## src/color_key_sprite_blitter_unit_assert.svh

```systemverilog
// ---------------------------------------------------------------------------
// Color key sprite blitter assertion macros
// Shared concurrent assertion forms for the blitter.
// ---------------------------------------------------------------------------
`ifndef COLOR_KEY_SPRITE_BLITTER_UNIT_ASSERT_SVH
`define COLOR_KEY_SPRITE_BLITTER_UNIT_ASSERT_SVH

// Same-cycle implication, held off during reset.
`define CKB_ASSERT_NOW(lbl, clk, rst, ante, cons) \
   lbl: assert property (@(posedge clk) disable iff (rst) (ante) |-> (cons)) \
      else $error("blitter check failed in the same cycle");

// Next-cycle implication, held off during reset.
`define CKB_ASSERT_NEXT(lbl, clk, rst, ante, cons) \
   lbl: assert property (@(posedge clk) disable iff (rst) (ante) |=> (cons)) \
      else $error("blitter check failed one cycle later");

`endif

```

## src/ckb_pkg.sv

```systemverilog
// ---------------------------------------------------------------------------
// Color key sprite blitter package
// Shared widths, register indexes, reset values and the settings struct.
// ---------------------------------------------------------------------------
package ckb_pkg;

   localparam int MAX_DIM_DEFAULT = 4096;

   localparam int CFG_DIM_W   = 13;
   localparam int PLACE_W     = 13;
   localparam int PIXEL_W     = 32;
   localparam int DEST_W      = 12;
   localparam int CSR_INDEX_W = 3;
   localparam int CSR_DATA_W  = 32;

   typedef enum logic [CSR_INDEX_W-1:0] {
      REG_PLACE_X       = 3'd0,
      REG_PLACE_Y       = 3'd1,
      REG_REGION_WIDTH  = 3'd2,
      REG_REGION_HEIGHT = 3'd3,
      REG_TARGET_WIDTH  = 3'd4,
      REG_TARGET_HEIGHT = 3'd5,
      REG_KEY_COLOR     = 3'd6,
      REG_KEY_ENABLE    = 3'd7
   } csr_index_type;

   typedef struct packed {
      logic signed [PLACE_W-1:0] place_x;
      logic signed [PLACE_W-1:0] place_y;
      logic [CFG_DIM_W-1:0]      region_width;
      logic [CFG_DIM_W-1:0]      region_height;
      logic [CFG_DIM_W-1:0]      target_width;
      logic [CFG_DIM_W-1:0]      target_height;
      logic [PIXEL_W-1:0]        key_color;
      logic                      key_enable;
   } cfg_type;

   localparam cfg_type CFG_RESET = '{
      place_x:       '0,
      place_y:       '0,
      region_width:  13'd1,
      region_height: 13'd1,
      target_width:  13'd4096,
      target_height: 13'd4096,
      key_color:     '0,
      key_enable:    1'b0
   };

   // Result of the placement and write decision for one pixel.
   typedef struct packed {
      logic              strobe;
      logic [DEST_W-1:0] col;
      logic [DEST_W-1:0] row;
   } place_type;

endpackage

```

## src/ckb_locate.sv

```systemverilog
// ---------------------------------------------------------------------------
// Color key sprite blitter pixel locator
// Places one region pixel on the target, clips it and applies the color key.
// ---------------------------------------------------------------------------
module ckb_locate #(
   parameter int MAX_DIM = ckb_pkg::MAX_DIM_DEFAULT
) (
   input  ckb_pkg::cfg_type               cfg,
   input  logic [$clog2(MAX_DIM)-1:0]     col_count,
   input  logic [$clog2(MAX_DIM)-1:0]     row_count,
   input  logic [ckb_pkg::PIXEL_W-1:0]    pixel,
   output ckb_pkg::place_type             place
);

   localparam int CW = $clog2(MAX_DIM);
   localparam int DW = CW + 1;
   localparam int EW = (DW > ckb_pkg::CFG_DIM_W) ? DW : ckb_pkg::CFG_DIM_W;
   localparam int SW = EW + 1;
   localparam logic [EW-1:0] DIM_MAX = EW'(MAX_DIM);

   logic [EW-1:0]        tw;
   logic [EW-1:0]        th;
   logic signed [SW-1:0] dc;
   logic signed [SW-1:0] dr;
   logic                 on_target;
   logic                 keyed;

   always_comb begin
      tw = EW'(cfg.target_width);
      th = EW'(cfg.target_height);
      if (tw > DIM_MAX) begin
         tw = DIM_MAX;
      end
      if (th > DIM_MAX) begin
         th = DIM_MAX;
      end
   end

   // Sum cannot overflow: offset and counter each stay within half the range.
   assign dc = SW'(cfg.place_x) + signed'({1'b0, EW'(col_count)});
   assign dr = SW'(cfg.place_y) + signed'({1'b0, EW'(row_count)});

   assign on_target = !dc[SW-1] && (dc[EW-1:0] < tw) && !dr[SW-1] && (dr[EW-1:0] < th);
   assign keyed     = cfg.key_enable && (pixel == cfg.key_color);

   always_comb begin
      place.strobe = on_target && !keyed;
      place.col    = place.strobe ? dc[ckb_pkg::DEST_W-1:0] : '0;
      place.row    = place.strobe ? dr[ckb_pkg::DEST_W-1:0] : '0;
   end

endmodule

```

## src/color_key_sprite_blitter_unit.sv

```systemverilog
// ---------------------------------------------------------------------------
// Color key sprite blitter
// Streams region pixels to clipped, color-keyed destination writes.
// ---------------------------------------------------------------------------
// The blitter takes one source pixel per transfer in raster order and returns
// one result per pixel: the destination column and row (placement offset plus
// the position inside the region), a write strobe that is high only when that
// spot lies on the target surface and the pixel is not the key color (with
// keying on), the pixel itself, and a mark on the region's last pixel. After
// the last pixel the position returns to the top-left, ready for the next
// region. Throughput is one pixel per clock while the result side keeps up;
// a pixel's result passes through the input register and then the result
// register. Both registers advance together, so a stalled result side backs
// up through them and only then drops req_ready. Write settings through the
// csr port only while no pixel is in flight. A region or target size above
// MAX_DIM acts as MAX_DIM, and a region size of zero acts as one.
// ---------------------------------------------------------------------------
`include "color_key_sprite_blitter_unit_assert.svh"

module color_key_sprite_blitter_unit #(
   parameter int MAX_DIM = ckb_pkg::MAX_DIM_DEFAULT
) (
   input  logic                              clock,
   input  logic                              reset,
   // Source pixel channel
   input  logic                              req_valid,
   output logic                              req_ready,
   input  logic [ckb_pkg::PIXEL_W-1:0]       req_src_pixel,
   // Result channel
   output logic                              rsp_valid,
   input  logic                              rsp_ready,
   output logic                              rsp_write_strobe,
   output logic [ckb_pkg::DEST_W-1:0]        rsp_dest_col,
   output logic [ckb_pkg::DEST_W-1:0]        rsp_dest_row,
   output logic [ckb_pkg::PIXEL_W-1:0]       rsp_out_pixel,
   output logic                              rsp_region_last,
   // Settings write port
   input  logic                              csr_write_enable,
   input  logic [ckb_pkg::CSR_INDEX_W-1:0]   csr_index,
   input  logic [ckb_pkg::CSR_DATA_W-1:0]    csr_wdata
);

   localparam int CW = $clog2(MAX_DIM);
   localparam int DW = CW + 1;
   localparam int EW = (DW > ckb_pkg::CFG_DIM_W) ? DW : ckb_pkg::CFG_DIM_W;
   localparam logic [EW-1:0] DIM_MAX = EW'(MAX_DIM);
   localparam logic [EW-1:0] DIM_ONE = EW'(1);

   // Settings
   ckb_pkg::cfg_type cfg_ff, cfg_in;

   // Region position counters
   logic [CW-1:0] col_ff, col_in;
   logic [CW-1:0] row_ff, row_in;

   // Input register
   logic                          s1_valid_ff, s1_valid_in;
   logic [ckb_pkg::PIXEL_W-1:0]   s1_pixel_ff;
   logic [CW-1:0]                 s1_col_ff;
   logic [CW-1:0]                 s1_row_ff;
   logic                          s1_last_ff;

   // Result register
   logic                          rsp_valid_ff, rsp_valid_in;
   ckb_pkg::place_type            rsp_place_ff;
   logic [ckb_pkg::PIXEL_W-1:0]   rsp_pixel_ff;
   logic                          rsp_last_ff;

   logic               req_accept;
   logic               s1_advance;
   logic [EW-1:0]      rw;
   logic [EW-1:0]      rh;
   logic               row_end;
   logic               region_end;
   ckb_pkg::place_type s1_place;

   // ---- Settings decode --------------------------------------------------
   always_comb begin
      cfg_in = cfg_ff;
      if (csr_write_enable) begin
         unique case (ckb_pkg::csr_index_type'(csr_index))
            ckb_pkg::REG_PLACE_X:
               cfg_in.place_x = csr_wdata[ckb_pkg::PLACE_W-1:0];
            ckb_pkg::REG_PLACE_Y:
               cfg_in.place_y = csr_wdata[ckb_pkg::PLACE_W-1:0];
            ckb_pkg::REG_REGION_WIDTH:
               cfg_in.region_width = csr_wdata[ckb_pkg::CFG_DIM_W-1:0];
            ckb_pkg::REG_REGION_HEIGHT:
               cfg_in.region_height = csr_wdata[ckb_pkg::CFG_DIM_W-1:0];
            ckb_pkg::REG_TARGET_WIDTH:
               cfg_in.target_width = csr_wdata[ckb_pkg::CFG_DIM_W-1:0];
            ckb_pkg::REG_TARGET_HEIGHT:
               cfg_in.target_height = csr_wdata[ckb_pkg::CFG_DIM_W-1:0];
            ckb_pkg::REG_KEY_COLOR:
               cfg_in.key_color = csr_wdata[ckb_pkg::PIXEL_W-1:0];
            ckb_pkg::REG_KEY_ENABLE:
               cfg_in.key_enable = csr_wdata[0];
            default: cfg_in = cfg_ff;
         endcase
      end
   end

   // ---- Handshake --------------------------------------------------------
   // The input register moves on whenever the result register is free or
   // being drained this cycle; the input side may then take a new pixel.
   assign s1_advance = s1_valid_ff && (!rsp_valid_ff || rsp_ready);
   assign req_ready  = !s1_valid_ff || s1_advance;
   assign req_accept = req_valid && req_ready;

   // ---- Region walk ------------------------------------------------------
   // Effective region size: zero acts as one, oversize clamps to MAX_DIM.
   always_comb begin
      rw = EW'(cfg_ff.region_width);
      rh = EW'(cfg_ff.region_height);
      if (rw == '0) begin
         rw = DIM_ONE;
      end else if (rw > DIM_MAX) begin
         rw = DIM_MAX;
      end
      if (rh == '0) begin
         rh = DIM_ONE;
      end else if (rh > DIM_MAX) begin
         rh = DIM_MAX;
      end
   end

   // A counter at or past the last column or row counts as on it, so a
   // region shrunk mid-way still ends cleanly.
   assign row_end    = EW'(col_ff) >= (rw - DIM_ONE);
   assign region_end = row_end && (EW'(row_ff) >= (rh - DIM_ONE));

   always_comb begin
      col_in = col_ff;
      row_in = row_ff;
      if (req_accept) begin
         if (region_end) begin
            col_in = '0;
            row_in = '0;
         end else if (row_end) begin
            col_in = '0;
            row_in = row_ff + CW'(1);
         end else begin
            col_in = col_ff + CW'(1);
         end
      end
   end

   // ---- Pipeline control -------------------------------------------------
   always_comb begin
      s1_valid_in = s1_valid_ff;
      if (req_accept) begin
         s1_valid_in = 1'b1;
      end else if (s1_advance) begin
         s1_valid_in = 1'b0;
      end
   end

   always_comb begin
      rsp_valid_in = rsp_valid_ff;
      if (s1_advance) begin
         rsp_valid_in = 1'b1;
      end else if (rsp_ready) begin
         rsp_valid_in = 1'b0;
      end
   end

   // ---- Placement, clipping and keying ----------------------------------
   ckb_locate #(
      .MAX_DIM (MAX_DIM)
   ) u_locate (
      .cfg       (cfg_ff),
      .col_count (s1_col_ff),
      .row_count (s1_row_ff),
      .pixel     (s1_pixel_ff),
      .place     (s1_place)
   );

   // ---- Registers --------------------------------------------------------
   always_ff @(posedge clock) begin
      if (reset) begin
         cfg_ff       <= ckb_pkg::CFG_RESET;
         col_ff       <= '0;
         row_ff       <= '0;
         s1_valid_ff  <= 1'b0;
         rsp_valid_ff <= 1'b0;
      end else begin
         cfg_ff       <= cfg_in;
         col_ff       <= col_in;
         row_ff       <= row_in;
         s1_valid_ff  <= s1_valid_in;
         rsp_valid_ff <= rsp_valid_in;
      end
   end

   // Payload: capture the pixel with its position, hold while stalled.
   always_ff @(posedge clock) begin
      if (req_accept) begin
         s1_pixel_ff <= req_src_pixel;
         s1_col_ff   <= col_ff;
         s1_row_ff   <= row_ff;
         s1_last_ff  <= region_end;
      end
      if (s1_advance) begin
         rsp_place_ff <= s1_place;
         rsp_pixel_ff <= s1_pixel_ff;
         rsp_last_ff  <= s1_last_ff;
      end
   end

   // ---- Outputs ----------------------------------------------------------
   assign rsp_valid        = rsp_valid_ff;
   assign rsp_write_strobe = rsp_place_ff.strobe;
   assign rsp_dest_col     = rsp_place_ff.col;
   assign rsp_dest_row     = rsp_place_ff.row;
   assign rsp_out_pixel    = rsp_pixel_ff;
   assign rsp_region_last  = rsp_last_ff;

   // ---- Assertions -------------------------------------------------------
   // A pixel that is not written reports a zero destination.
   `CKB_ASSERT_NOW(a_idle_dest_zero, clock, reset, rsp_valid && !rsp_write_strobe, rsp_dest_col == '0 && rsp_dest_row == '0)
   // Ending a region returns the walk to the top-left.
   `CKB_ASSERT_NEXT(a_region_wrap, clock, reset, req_accept && region_end, col_ff == '0 && row_ff == '0)
   // An empty input register never refuses a pixel.
   `CKB_ASSERT_NOW(a_ready_when_empty, clock, reset, !s1_valid_ff, req_ready)
   // A stalled result keeps its place in line.
   `CKB_ASSERT_NEXT(a_stall_holds_last, clock, reset, rsp_valid && !rsp_ready, rsp_valid && $stable(rsp_last_ff))

endmodule

```

## config.mk

```make
export PLATFORM = sky130hd
export DESIGN_NAME = color_key_sprite_blitter_unit
export DESIGN_NICKNAME = d
export VERILOG_FILES = /design/src/ckb_pkg.sv /design/src/ckb_locate.sv /design/src/color_key_sprite_blitter_unit.sv
export VERILOG_INCLUDE_DIRS = /design/src /design/src/src
export SDC_FILE = /design/constraint.sdc
export NUM_CORES = 1
export LEC_CHECK = 0
export BUFFER_PORTS_ARGS = -buffer_cell sky130_fd_sc_hd__clkbuf_2
export CORE_MARGIN = 10
export CORE_UTILIZATION = 35
export CTS_BUF_LIST = sky130_fd_sc_hd__clkbuf_16
export CTS_CLUSTER_DIAMETER = 60
export CTS_CLUSTER_SIZE = 14
export DETAILED_ROUTE_END_ITERATION = 10
export PLACE_DENSITY = 0.63
export SLEW_MARGIN = 30
export SYNTH_ARGS = -nofsm -noshare
export SYNTH_HDL_FRONTEND = slang
export SYNTH_SLANG_ARGS = --single-unit
export TNS_END_PERCENT = 100
```

## constraint.sdc

```tcl
create_clock -name clock -period 8.86 [get_ports clock]
set_input_delay 1.772 -clock clock [delete_from_list [all_inputs] [get_ports clock]]
set_output_delay 1.772 -clock clock [all_outputs]
set_load 0.05 [all_outputs]
```

# Word level (Yosys, flattened, before mapping)
# Cells that the tools add are included.
dict set report op_classes {
  n_addsub 6
  multipliers 0
  div 0
  n_lt_le_gt_ge 8
  n_eq_ne 8
  shift 0
  n_mux 14
  bitwise_logic 0
  reduce_logical 30
}
# op n
set ops {}
lappend ops {{13-bit two-way mux} 6}
lappend ops {{13-bit > comparator, second input constant} 4}
lappend ops {{12-bit two-way mux} 4}
lappend ops {{32-bit equality test} 1}
lappend ops {{13-bit by 13-bit adder with 14-bit output} 2}
lappend ops {{12-bit by 13-bit >= comparator with 1-bit output} 2}
lappend ops {{13-bit logical NOT} 2}
lappend ops {{13-bit less-than comparator} 2}
lappend ops {{13-bit by 1-bit subtractor with 13-bit output, second input constant} 2}
lappend ops {{12-bit by 1-bit adder with 12-bit output, second input constant} 2}
lappend ops {{2-bit AND reduction} 9}
lappend ops {{3-bit equality test, second input constant} 4}
lappend ops {{1-bit logical AND} 8}
lappend ops {{3-bit by 2-bit equality test with 1-bit output, second input constant} 2}
lappend ops {{2-bit nonzero test} 3}
lappend ops {{1-bit logical NOT} 5}
lappend ops {{1-bit two-way mux} 4}
lappend ops {{3-bit by 1-bit equality test with 1-bit output, second input constant} 1}
lappend ops {{3-bit logical NOT} 1}
lappend ops {{1-bit logical OR} 2}
dict set report totals {
  reg_bits 252
  latchBits 0
  mem_bits_rw 0
  mem_bits_ro 0
  in_bits 72
  out_inout_bits 60
  wordCells 87
  mem_count 0
}

# Longest topological paths before layout
# Gate-level depths: netlist (run 1).
dict set report logic_depth {
  word_depth 8
  mapped_depth 20
}

# Modules after synthesis
# Synthesis (run 1) repeated with hierarchy kept, for this count alone.
dict set report hier_totals {
  cells_unflattened 1250
  hier_area_um2 12230.5
}
# module instances cells_each area_per_inst_um2 seq_area_each_um2
set modules_own_cells {}
lappend modules_own_cells {color_key_sprite_blitter_unit 1 940 9940.8 6195.9}
lappend modules_own_cells {ckb_locate 1 310 2289.7 0.0}

# Least setup slack after synthesis (run 1)
# OpenSTA, ideal clock, no wires.
dict set report synth_path {
  kind {input to register}
  from {in rsp_ready}
  to {reg rsp_place_ff (netlist bit rsp_dest_col[0]) (enable)}
  t_arrival_ns 6.040
  slack_ns 2.257
  stages 2
  path_buffers 0
  cell_sequence {inv_1 > a21boi_0}
}
dict set report synth_via {
  elab_chain_len 2
}
# item line
set synth_lines {}
lappend synth_lines {{start, declared} color_key_sprite_blitter_unit.sv:31} ;# input logic rsp_ready,
lappend synth_lines {{1-bit logical OR} color_key_sprite_blitter_unit.sv:106} ;# assign s1_advance = s1_valid_ff && (!rsp_valid_ff || rsp_ready);
lappend synth_lines {{1-bit logical AND} color_key_sprite_blitter_unit.sv:106}
lappend synth_lines {{end signal, assigned} color_key_sprite_blitter_unit.sv:204} ;# rsp_place_ff <= s1_place;
lappend synth_lines {{end, declared} color_key_sprite_blitter_unit.sv:65} ;# ckb_pkg::place_type rsp_place_ff;
# Every way passes these cells.
# A chain may end at the register's enable or synchronous reset.

# Final worst setup path (run 1)
dict set report layout_path {
  from {reg s1_row_ff[0]}
  to {reg rsp_place_ff (netlist bit rsp_dest_row[3]) (data pin)}
}
dict set report layout_via {
  elab_chain_len 5
  elab_cells_between_ends 6
}
# item line
set layout_lines {}
lappend layout_lines {{start, declared} color_key_sprite_blitter_unit.sv:60} ;# logic [CW-1:0] s1_row_ff;
lappend layout_lines {{start signal, assigned} color_key_sprite_blitter_unit.sv:200} ;# s1_row_ff <= row_ff;
lappend layout_lines {{13-bit by 13-bit adder with 14-bit output (*)} ckb_locate.sv:41} ;# assign dr = SW'(cfg.place_y) + signed'({1'b0, EW'(row_count)});
lappend layout_lines {{parallel branches: the longest is 4 deep, another holds 13-bit less-than comparator} --}
# Mark *: on every way between the ends.

==> flow_metrics.py, run 1 <==
metrics = {
    "yosys": {
        "seq_area_frac_synth_pct": 52.1,
        "ys.flop_type": "dfxtp_1",
        "syn-num-nets": 1373,
        "yosysWarnings": 0,
        "netlist_instances": 1223,
        "ys_async_sr_fraction_pct": 0,
        "synth_edf_count": 115,
        "syn-cell-area_sq_um": 11900,
        "synth.distinct_cells": 68,
        "ys_ff_latch": 252,
        "syn_area_per_cell_sq_um": 9.72,
    },
    "routing": {
        "vias_per_cell": 5.00,
        "drtIter0Drc": 436,
        "wire_per_inst_microns": 17.0,
        "first_pass_iters": 5,
        "drc": 0,
        "wirelength_microns": 30700,
        "vias": 9010,
        "final_antenna_net_count": 0,
    },
    "timing": {
        "rsz0062_at_grt": "false",
        "drv_slew": 0,
        "maxClockFrequency_ghz": 0.233,
        "min_period_ns": 4.29,
        "tns_ns": 0,
        "maxSlewHeadroom_pct": 43.4,
        "clock_skew_ns": 0.0143,
        "setup_viol_count_final": 0,
        "timing.final.crit_share_pct": 48.4,
        "tightest_slew_ns": 0.848,
        "fin_ws_ns": 4.57,
        "hold_viol": 0,
    },
    "cts": {
        "clockRootBuffer": "clkbuf_16",
        "clk_latency_ns": 0.52,
        "cts_resized": 0,
        "clock_sinks": 252,
        "cts.hold.buffers_added": 0,
        "clk_pin_slew_ns": 0.07,
        "ctsHtreeMaxLevel": 1,
        "postCtsSetupRepairBufs": 0,
        "cts_tree": "yes",
        "cts_buffers": 22,
        "cts_buffer_depth": 3,
    },
    "grt": {
        "antenna_found_initial": 0,
        "grt_pass1_vias": 8689,
        "grt_max_degree": 78,
        "grt_usage_pct": 14.3,
        "grt.overflow.total": 0,
        "grt_pass1_wl_microns": 48000,
    },
    "cells_and_area": {
        "final_cell_mix": "267 x nand2_1, 143 x a21oi_1, 137 x dfxtp_1",
        "diodes": 0,
        "seq_area_sq_um": 6200,
        "syn_to_final_growth_pct": 14.7,
        "fill_cells": 3348,
        "layout_commonest_cell": "nand2_1",
        "drive_gt1_share_pct": 13.3,
        "multi_input_area_sq_um": 5430,
        "fin_area_sq_um": 13600,
        "layout.nets": 1487,
    },
    "critical_path": {
        "worst-endpoint-arrival_ns": 4.64,
        "path_cells": "ha_1 -> fa_1 -> a21o_1 -> a211oi_1 -> o21ai_0 -> and4_1 -> o41a_1 -> nor2_1 -> xnor2_1 -> ha_1 -> nand4_1 -> nor3_1 -> nor4_1 -> nand4_1 -> or3_1 -> nor3_1",
        "cp_slowest_cell": "or3_1",
        "end_kind": "register",
        "critPathMaxStageDelay_ns": 0.56,
        "path_max_fanout": 18,
        "required_ns": 9.21,
        "setup.worst_path.class": "register to register",
        "start_kind": "register",
    },
    "flow_run": {
        "maxCapViolCount": 0,
    },
    "placed_design": {
        "hpwlAfterDp_microns": 22200,
        "io_buffers": 131,
        "pre_cts_ws_ns": 4.59,
        "postPlaceCellArea_sq_um": 13000,
        "gp_congestion": 0.860,
    },
    "power_and_ir_drop": {
        "power_leakage_nw": 5.23,
        "ir_drop_mv": 0.112,
        "power_density_nw_per_um2": 180,
    },
    "floorplanning": {
        "initial_core_util_pct": 35.5,
        "ios": 132,
        "std_cell_rows": 67,
        "core_area_sq_um": 33500,
        "die_area_sq_um": 41700,
        "die_x_microns": 204,
        "die_h_microns": 204,
    },
    "min_path": {
        "hp-class": "register to register",
    },
    "outcome": {
        "status": "finished clean",
    },
}
## critical path, delay by kind of cell (launching register included)
family | cells | cell delay, ns
compound gates | 4 | 0.94
fa+ha+maj | 3 | 0.92
simple gates | 8 | 1.76
flops | 1 | 0.37
xor+xnor | 1 | 0.14
## state kept, by name, summed over array words and instances, names as in the netlist, 12 cells and up
signal / cells
cfg_ff: 111
col_ff: 12
row_ff: 12
rsp_dest_col: 12
rsp_dest_row: 12
rsp_out_pixel: 32
s1_col_ff: 12
s1_pixel_ff: 32
s1_row_ff: 12
## logic make-up (layout without fill, tap and decap cells)
kind of cell / Yosys count / after routing / share of synthesized area, %
AOI/OAI and AO/OA: 247 / 247 / 12.5
buffers and inverters: 72 / 202 / 2.45
adders and majority gates: 78 / 78 / 8.33
and+or+nand+nor: 497 / 497 / 18.9
muxes: 2 / 2 / 0.179
DFF: 252 / 252 / 52.1
xor gates and xnor gates: 75 / 75 / 5.52
## layer usage
metal	global-route usage [%]	vias to the layer above	share of wire, %
met5	0	-	0
met4	5.55	0	3.4
met3	2.00	54	4.5
met2	25.4	182	50
met1	17.1	4243	42
li1	-	4531	-
## cell type report
class / count / share of cell area (%)
flip-flops and latches: 252 / 45.4
multi-input cells: 899 / 39.8
repair buffers: 138 / 5.36
well taps: 448 / 4.11
clock buffers: 22 / 4.04
inverters: 24 / 0.660
clock inverters: 18 / 0.633
## metrics by stage
step | util (%) | total power [mW] | instances | hold WS, ns
floorplan | - | 1.51 | 1223 | 0.400
global placement | 38.7 | 1.60 | 1760 | 0.426
CTS | 40.6 | 2.47 | 1800 | 0.433
global route | 40.7 | 2.54 | 1801 | 0.454
finish | 40.7 | 2.45 | 1801 | 0.427
detailed placement | 38.7 | 1.60 | 1760 | 0.421
## power breakdown
part / switching, mW / internal [mW] / leakage, nW
logic: 0.197 / 0.0878 / 2.64
registers: 0.0275 / 1.27 / 2.23
clock network: 0.420 / 0.452 / 0.358
## worst paths after layout
check,start,endpoint,slack [ns],cells after the start
setup / recovery,s1_row_ff[0],rsp_dest_row[3],4.57,16
hold / removal,s1_last_ff,rsp_region_last,0.43,0
setup reg to reg,s1_row_ff[0],rsp_dest_row[3],4.57,16
hold reg to reg,s1_last_ff,rsp_region_last,0.43,0
## synth_stat cells, types with 13 or more instances
| cell type | number | share of area [%] |
|---|---|---|
| nor3_1 | 22 | 0.93 |
| xor2_1 | 41 | 3.0 |
| nand3_1 | 22 | 0.93 |
| dfxtp_1 | 137 | 23 |
| o21ai_0 | 27 | 1.1 |
| inv_1 | 24 | 0.76 |
| a21oi_1 | 143 | 6.0 |
| nand2_1 | 267 | 8.4 |
| nor2_1 | 85 | 2.7 |
| nor2b_1 | 13 | 0.68 |
| clkbuf_1 | 43 | 1.4 |
| edfxtp_1 | 115 | 29 |
| nand2b_1 | 16 | 0.84 |
| nand4_1 | 22 | 1.2 |
| ha_1 | 76 | 8.0 |
| xnor2_1 | 34 | 2.5 |
No activity file was read; power rests on OpenSTA's default activity.
==> run 2: changes to the inputs <==
PLACE_DENSITY = 0.65   (was 0.63)
clock period = 3.6 ns   (was 8.86 ns; I/O delays follow)
==> flow_metrics.py, run 2 (synthesis results as in run 1) <==
metrics = {
    "grt": {
        "antenna_found_initial": 2,
        "grt.overflow.total": 0,
        "grt_max_degree": 72,
        "grt_pass1_vias": 9318,
        "grt_usage_pct": 14.9,
        "grt_pass1_wl_microns": 50200,
    },
    "floorplanning": {
        "core_area_sq_um": 33500,
        "std_cell_rows": 67,
        "initial_core_util_pct": 35.5,
        "ios": 132,
        "die_area_sq_um": 41700,
        "die_x_microns": 204,
        "die_h_microns": 204,
    },
    "timing": {
        "clock_skew_ns": 0.0171,
        "fin_ws_ns": -0.246,
        "setup_viol_count_final": 27,
        "rsz0062_at_grt": "true",
        "maxSlewHeadroom_pct": 36.2,
        "drv_slew": 0,
        "min_period_ns": 3.85,
        "tightest_slew_ns": 0.953,
        "hold_viol": 0,
        "maxClockFrequency_ghz": 0.260,
        "timing.final.crit_share_pct": 107,
    },
    "cells_and_area": {
        "syn_to_final_growth_pct": 22.7,
        "final_cell_mix": "264 x nand2_1, 135 x a21oi_1, 135 x dfxtp_1",
        "instances_no_fill": 1882,
        "largest_register_ff_count": 111,
        "layout.nets": 1566,
        "largest_register": "cfg_ff",
        "drive_gt1_share_pct": 22.6,
        "layout_commonest_cell": "nand2_1",
    },
    "placed_design": {
        "io_buffers": 131,
        "gp_congestion": 0.872,
        "placedCellCount": 1825,
        "hpwlAfterDp_microns": 22800,
        "pre_cts_ws_ns": -0.284,
    },
    "routing": {
        "drtIter0Drc": 524,
        "vias_per_cell": 5.01,
        "final_antenna_net_count": 0,
        "wire_per_inst_microns": 17.1,
        "vias": 9436,
        "first_pass_iters": 5,
        "wirelength_microns": 32200,
        "drc": 0,
    },
    "cts": {
        "clk_pin_slew_ns": 0.07,
        "cts_tree": "yes",
        "clk_latency_ns": 0.53,
        "cts_buffer_depth": 3,
        "cts.hold.buffers_added": 0,
        "cts_buffers": 22,
        "ctsHtreeMaxLevel": 1,
        "clockRootBuffer": "clkbuf_16",
        "clock_sinks": 252,
    },
    "critical_path": {
        "cp_slowest_cell": "or3_4",
        "critPathMaxStageDelay_ns": 0.39,
        "required_ns": 3.97,
        "path_max_fanout": 9,
        "worst-endpoint-arrival_ns": 4.22,
        "cpLargestDelayFamily": "simple AND/OR/NAND/NOR gates",
        "path_common_cell": "nand4_1",
        "setup.worst_path.class": "register to register",
        "path_cells": "ha_2 -> fa_2 -> a21o_1 -> a211oi_2 -> o21ai_1 -> and4_1 -> o41a_1 -> nor2_2 -> xnor2_2 -> ha_1 -> nand4_1 -> buf_4 -> o221a_4 -> nand4_1 -> or3_4 -> buf_6 -> nor2_1",
        "start_kind": "register",
        "cp.buffers_inverters": 2,
        "end_kind": "register",
    },
    "flow_run": {
        "maxCapViolCount": 0,
    },
    "power_and_ir_drop": {
        "seqPwrFrac_pct": 51.3,
        "netSwitchingFraction_pct": 26.7,
        "pwr-share-clk_pct": 34.8,
        "p_sw_mw": 1.65,
        "intPower_mw": 4.54,
        "ir_drop_mv": 0.296,
        "p_comb_share_pct": 13.9,
        "power_leakage_nw": 5.69,
        "power_density_nw_per_um2": 425,
    },
    "outcome": {
        "status": "complete, but fails checks",
        "violations": "negative setup slack",
    },
    "min_path": {
        "hp-class": "input pin to register",
    },
}
==> run 2: cell types whose count changed in the layout (fill, tap and decap cells not counted), moves of 5 or more <==
cell	before	now
buf_6	0	7
nor2_1	82	68
nor2_4	0	5
a21oi_1	143	135
a21oi_2	0	7
buf_4	7	77
nor2_2	4	13
a211oi_2	1	6
a211oi_1	12	7
o21ai_1	2	7
o21ai_0	27	19
==> run 2: timing repair <==
action / in CTS / in global routing
gates resized for setup: 41 / 45
pin swaps: 41 / 42
setup buffers: 6 / 6
endpoints found under the hold margin: 0 / 0
gates cloned: 2 / 2
endpoints found under the setup margin: 48 / 50
==> run 2: routing by layer <==
metal  routed length (microns)  global-route usage [%]
met5                         0                       0
met3                      1320                    2.22
met4                      1070                    5.90
met1                     13400                    17.3
met2                     16400                    27.0
==> run 2: area by class of cell <==
type	instances	area, sq um
inverters	24	90.1
well taps	448	561
clock buffers	22	551
multi-input cells	901	5770
diodes	2	5.00
fillers	3241	18900
clock inverters	18	97.6
flip-flops and latches	252	6200
repair buffers	215	1330
==> run 2: worst paths after layout <==
check / startpoint / to / slack (ns) / cells after the start
worst min register to register: s1_last_ff / rsp_region_last / 0.43 / 0
worst max register to register: s1_row_ff[0] / rsp_dest_row[11] / -0.25 / 17
worst max-delay path: s1_row_ff[0] / rsp_dest_row[11] / -0.25 / 17
worst min-delay path: req_src_pixel[31] / s1_pixel_ff[31] / 0.36 / 1
==> run 2: power groups by stage <==
stage | clock (mW) | sequential (mW) | combinational (mW)
6_report | 2.16 | 3.18 | 0.859
5_1_grt | 2.31 | 3.19 | 0.936
4_1_cts | 2.22 | 3.18 | 0.810
3_5_place_dp | 0 | 3.24 | 0.761
3_3_place_gp | 0 | 3.24 | 0.749
2_1_floorplan | 0 | 3.35 | 0.371
==> run 2: per-stage QoR <==
stage	cell area (sq um)	TNS [ns]	power (mW)	util (%)	hold slack (ns)
final	14600	-4.39	6.20	43.5	0.361
after global routing	14600	-11.21	6.44	43.5	0.340
after CTS	14400	-6.35	6.21	42.9	0.340
after detailed placement	13500	-7.13	4.00	40.3	0.405
after global placement	13500	-3.62	3.99	40.3	0.444
after floorplan	11900	-0.374	3.72	-	0.400
==> run 3: changes to the inputs <==
SKIP_LAST_GASP = 1   (was not set)
==> flow_metrics.py, run 3 (synthesis results as in run 1) <==
metrics = {
    "critical_path": {
        "path_max_fanout": 9,
        "worst-endpoint-arrival_ns": 4.21,
        "path_common_cell": "nand4_1",
        "path_cells": "ha_2 -> fa_2 -> a21o_1 -> a211oi_2 -> o21ai_1 -> and4_1 -> o41a_1 -> nor2_2 -> xnor2_2 -> ha_1 -> nand4_1 -> buf_4 -> o221a_4 -> nand4_1 -> or3_4 -> buf_6 -> nor2_1",
        "cp_slowest_cell": "or3_4",
        "critPathMaxStageDelay_ns": 0.39,
        "required_ns": 3.97,
        "start_kind": "register",
        "end_kind": "register",
        "setup.worst_path.class": "register to register",
    },
    "cts": {
        "clk_latency_ns": 0.53,
        "ctsHtreeMaxLevel": 1,
        "cts.hold.buffers_added": 0,
        "clk_pin_slew_ns": 0.07,
        "clockRootBuffer": "clkbuf_16",
        "cts_tree": "yes",
        "clock_sinks": 252,
        "cts_buffers": 22,
        "cts_buffer_depth": 3,
    },
    "routing": {
        "vias": 9431,
        "wirelength_microns": 32200,
        "vias_per_cell": 5.01,
        "drtIter0Drc": 497,
        "final_antenna_net_count": 0,
        "drc": 0,
        "first_pass_iters": 5,
        "wire_per_inst_microns": 17.1,
    },
    "floorplanning": {
        "die_x_microns": 204,
        "std_cell_rows": 67,
        "die_h_microns": 204,
        "ios": 132,
        "core_area_sq_um": 33500,
        "initial_core_util_pct": 35.5,
        "die_area_sq_um": 41700,
    },
    "placed_design": {
        "placedCellCount": 1825,
        "gp_congestion": 0.872,
        "postPlaceCellArea_sq_um": 13500,
        "io_buffers": 131,
        "hpwlAfterDp_microns": 22800,
    },
    "power_and_ir_drop": {
        "power_leakage_nw": 5.69,
        "ir_drop_mv": 0.295,
        "power_density_nw_per_um2": 425,
    },
    "min_path": {
        "hp-class": "input pin to register",
    },
    "timing": {
        "timing.final.crit_share_pct": 107,
        "tns_ns": -4.51,
        "holdWs_ns": 0.361,
        "maxClockFrequency_ghz": 0.260,
        "clock_skew_ns": 0.0176,
        "hold_viol": 0,
        "setup_viol_count_final": 28,
        "drv_slew": 0,
        "tightest_slew_ns": 0.937,
        "maxSlewHeadroom_pct": 37.3,
        "rsz0062_at_grt": "true",
        "fin_ws_ns": -0.243,
        "min_period_ns": 3.84,
    },
    "grt": {
        "grt_pass1_vias": 9321,
        "antenna_found_initial": 2,
        "grt_usage_pct": 14.9,
        "grt_pass1_wl_microns": 50300,
        "grt_max_degree": 72,
        "grt.overflow.total": 0,
    },
    "cells_and_area": {
        "syn_to_final_growth_pct": 22.7,
        "largest_register_ff_count": 111,
        "final_util_pct": 43.5,
        "fin_area_sq_um": 14600,
        "layout.nets": 1565,
        "largest_register": "cfg_ff",
        "layout_commonest_cell": "nand2_1",
        "instances_no_fill": 1881,
        "final_cell_mix": "264 x nand2_1, 135 x a21oi_1, 135 x dfxtp_1",
        "drive_gt1_share_pct": 22.6,
    },
    "outcome": {
        "violations": "negative setup slack",
        "status": "complete, but fails checks",
    },
    "flow_run": {
        "maxCapViolCount": 0,
    },
}
==> run 3: worst max-delay path, delay by kind of cell (launching register included) <==
| kind | cells | cell delay, ns |
|---|---|---|
| AO/OA/AOI/OAI | 5 | 1.03 |
| XOR/XNOR | 1 | 0.14 |
| adder cells (fa/ha/maj) | 3 | 0.80 |
| buffers and inverters | 2 | 0.30 |
| AND/OR/NAND/NOR | 6 | 1.04 |
| flip-flops | 1 | 0.37 |
==> run 3: final cells by class <==
| cell class | count | area, sq um |
|---|---|---|
| flip-flops and latches | 252 | 6200 |
| inverters | 24 | 90.1 |
| multi-input cells | 901 | 5770 |
| clock inverters | 18 | 97.6 |
| diodes | 2 | 5.00 |
| repair buffers | 214 | 1320 |
| fillers | 3238 | 18900 |
| clock buffers | 22 | 551 |
| well taps | 448 | 561 |
==> run 3: repair_timing <==
item,in CTS,in global routing
resized for setup,40,46
endpoints found under the setup margin,48,50
cloned,2,2
pin swaps,34,43
setup buffers,6,5
==> run 3: stage by stage <==
stage | worst slack (ns) | total power, mW
detailed placement | -0.284 | 4.00
global route | -0.420 | 6.43
global placement | -0.182 | 3.99
CTS | -0.276 | 6.21
finish | -0.243 | 6.20
floorplan | -0.0419 | 3.72
==> run 3: report_power, final <==
| group | total, mW | switching, mW | internal (mW) |
|---|---|---|---|
| clock network | 2.16 | 1.05 | 1.12 |
| logic | 0.851 | 0.547 | 0.305 |
| registers | 3.18 | 0.0646 | 3.12 |
==> run 3: per-layer routing <==
metal	global-route usage, %	share of wire, %
met5	0	0
met1	17.3	42
met4	5.90	3.4
met2	27.0	51
met3	2.22	4.1
==> run 3: final timing paths <==
check	slack, ns	end	cells after the start	from
setup / recovery	-0.24	rsp_dest_row[11]	17	s1_row_ff[0]
hold / removal	0.36	s1_pixel_ff[31]	1	req_src_pixel[31]
setup reg to reg	-0.24	rsp_dest_row[11]	17	s1_row_ff[0]
hold reg to reg	0.44	rsp_region_last	0	s1_last_ff
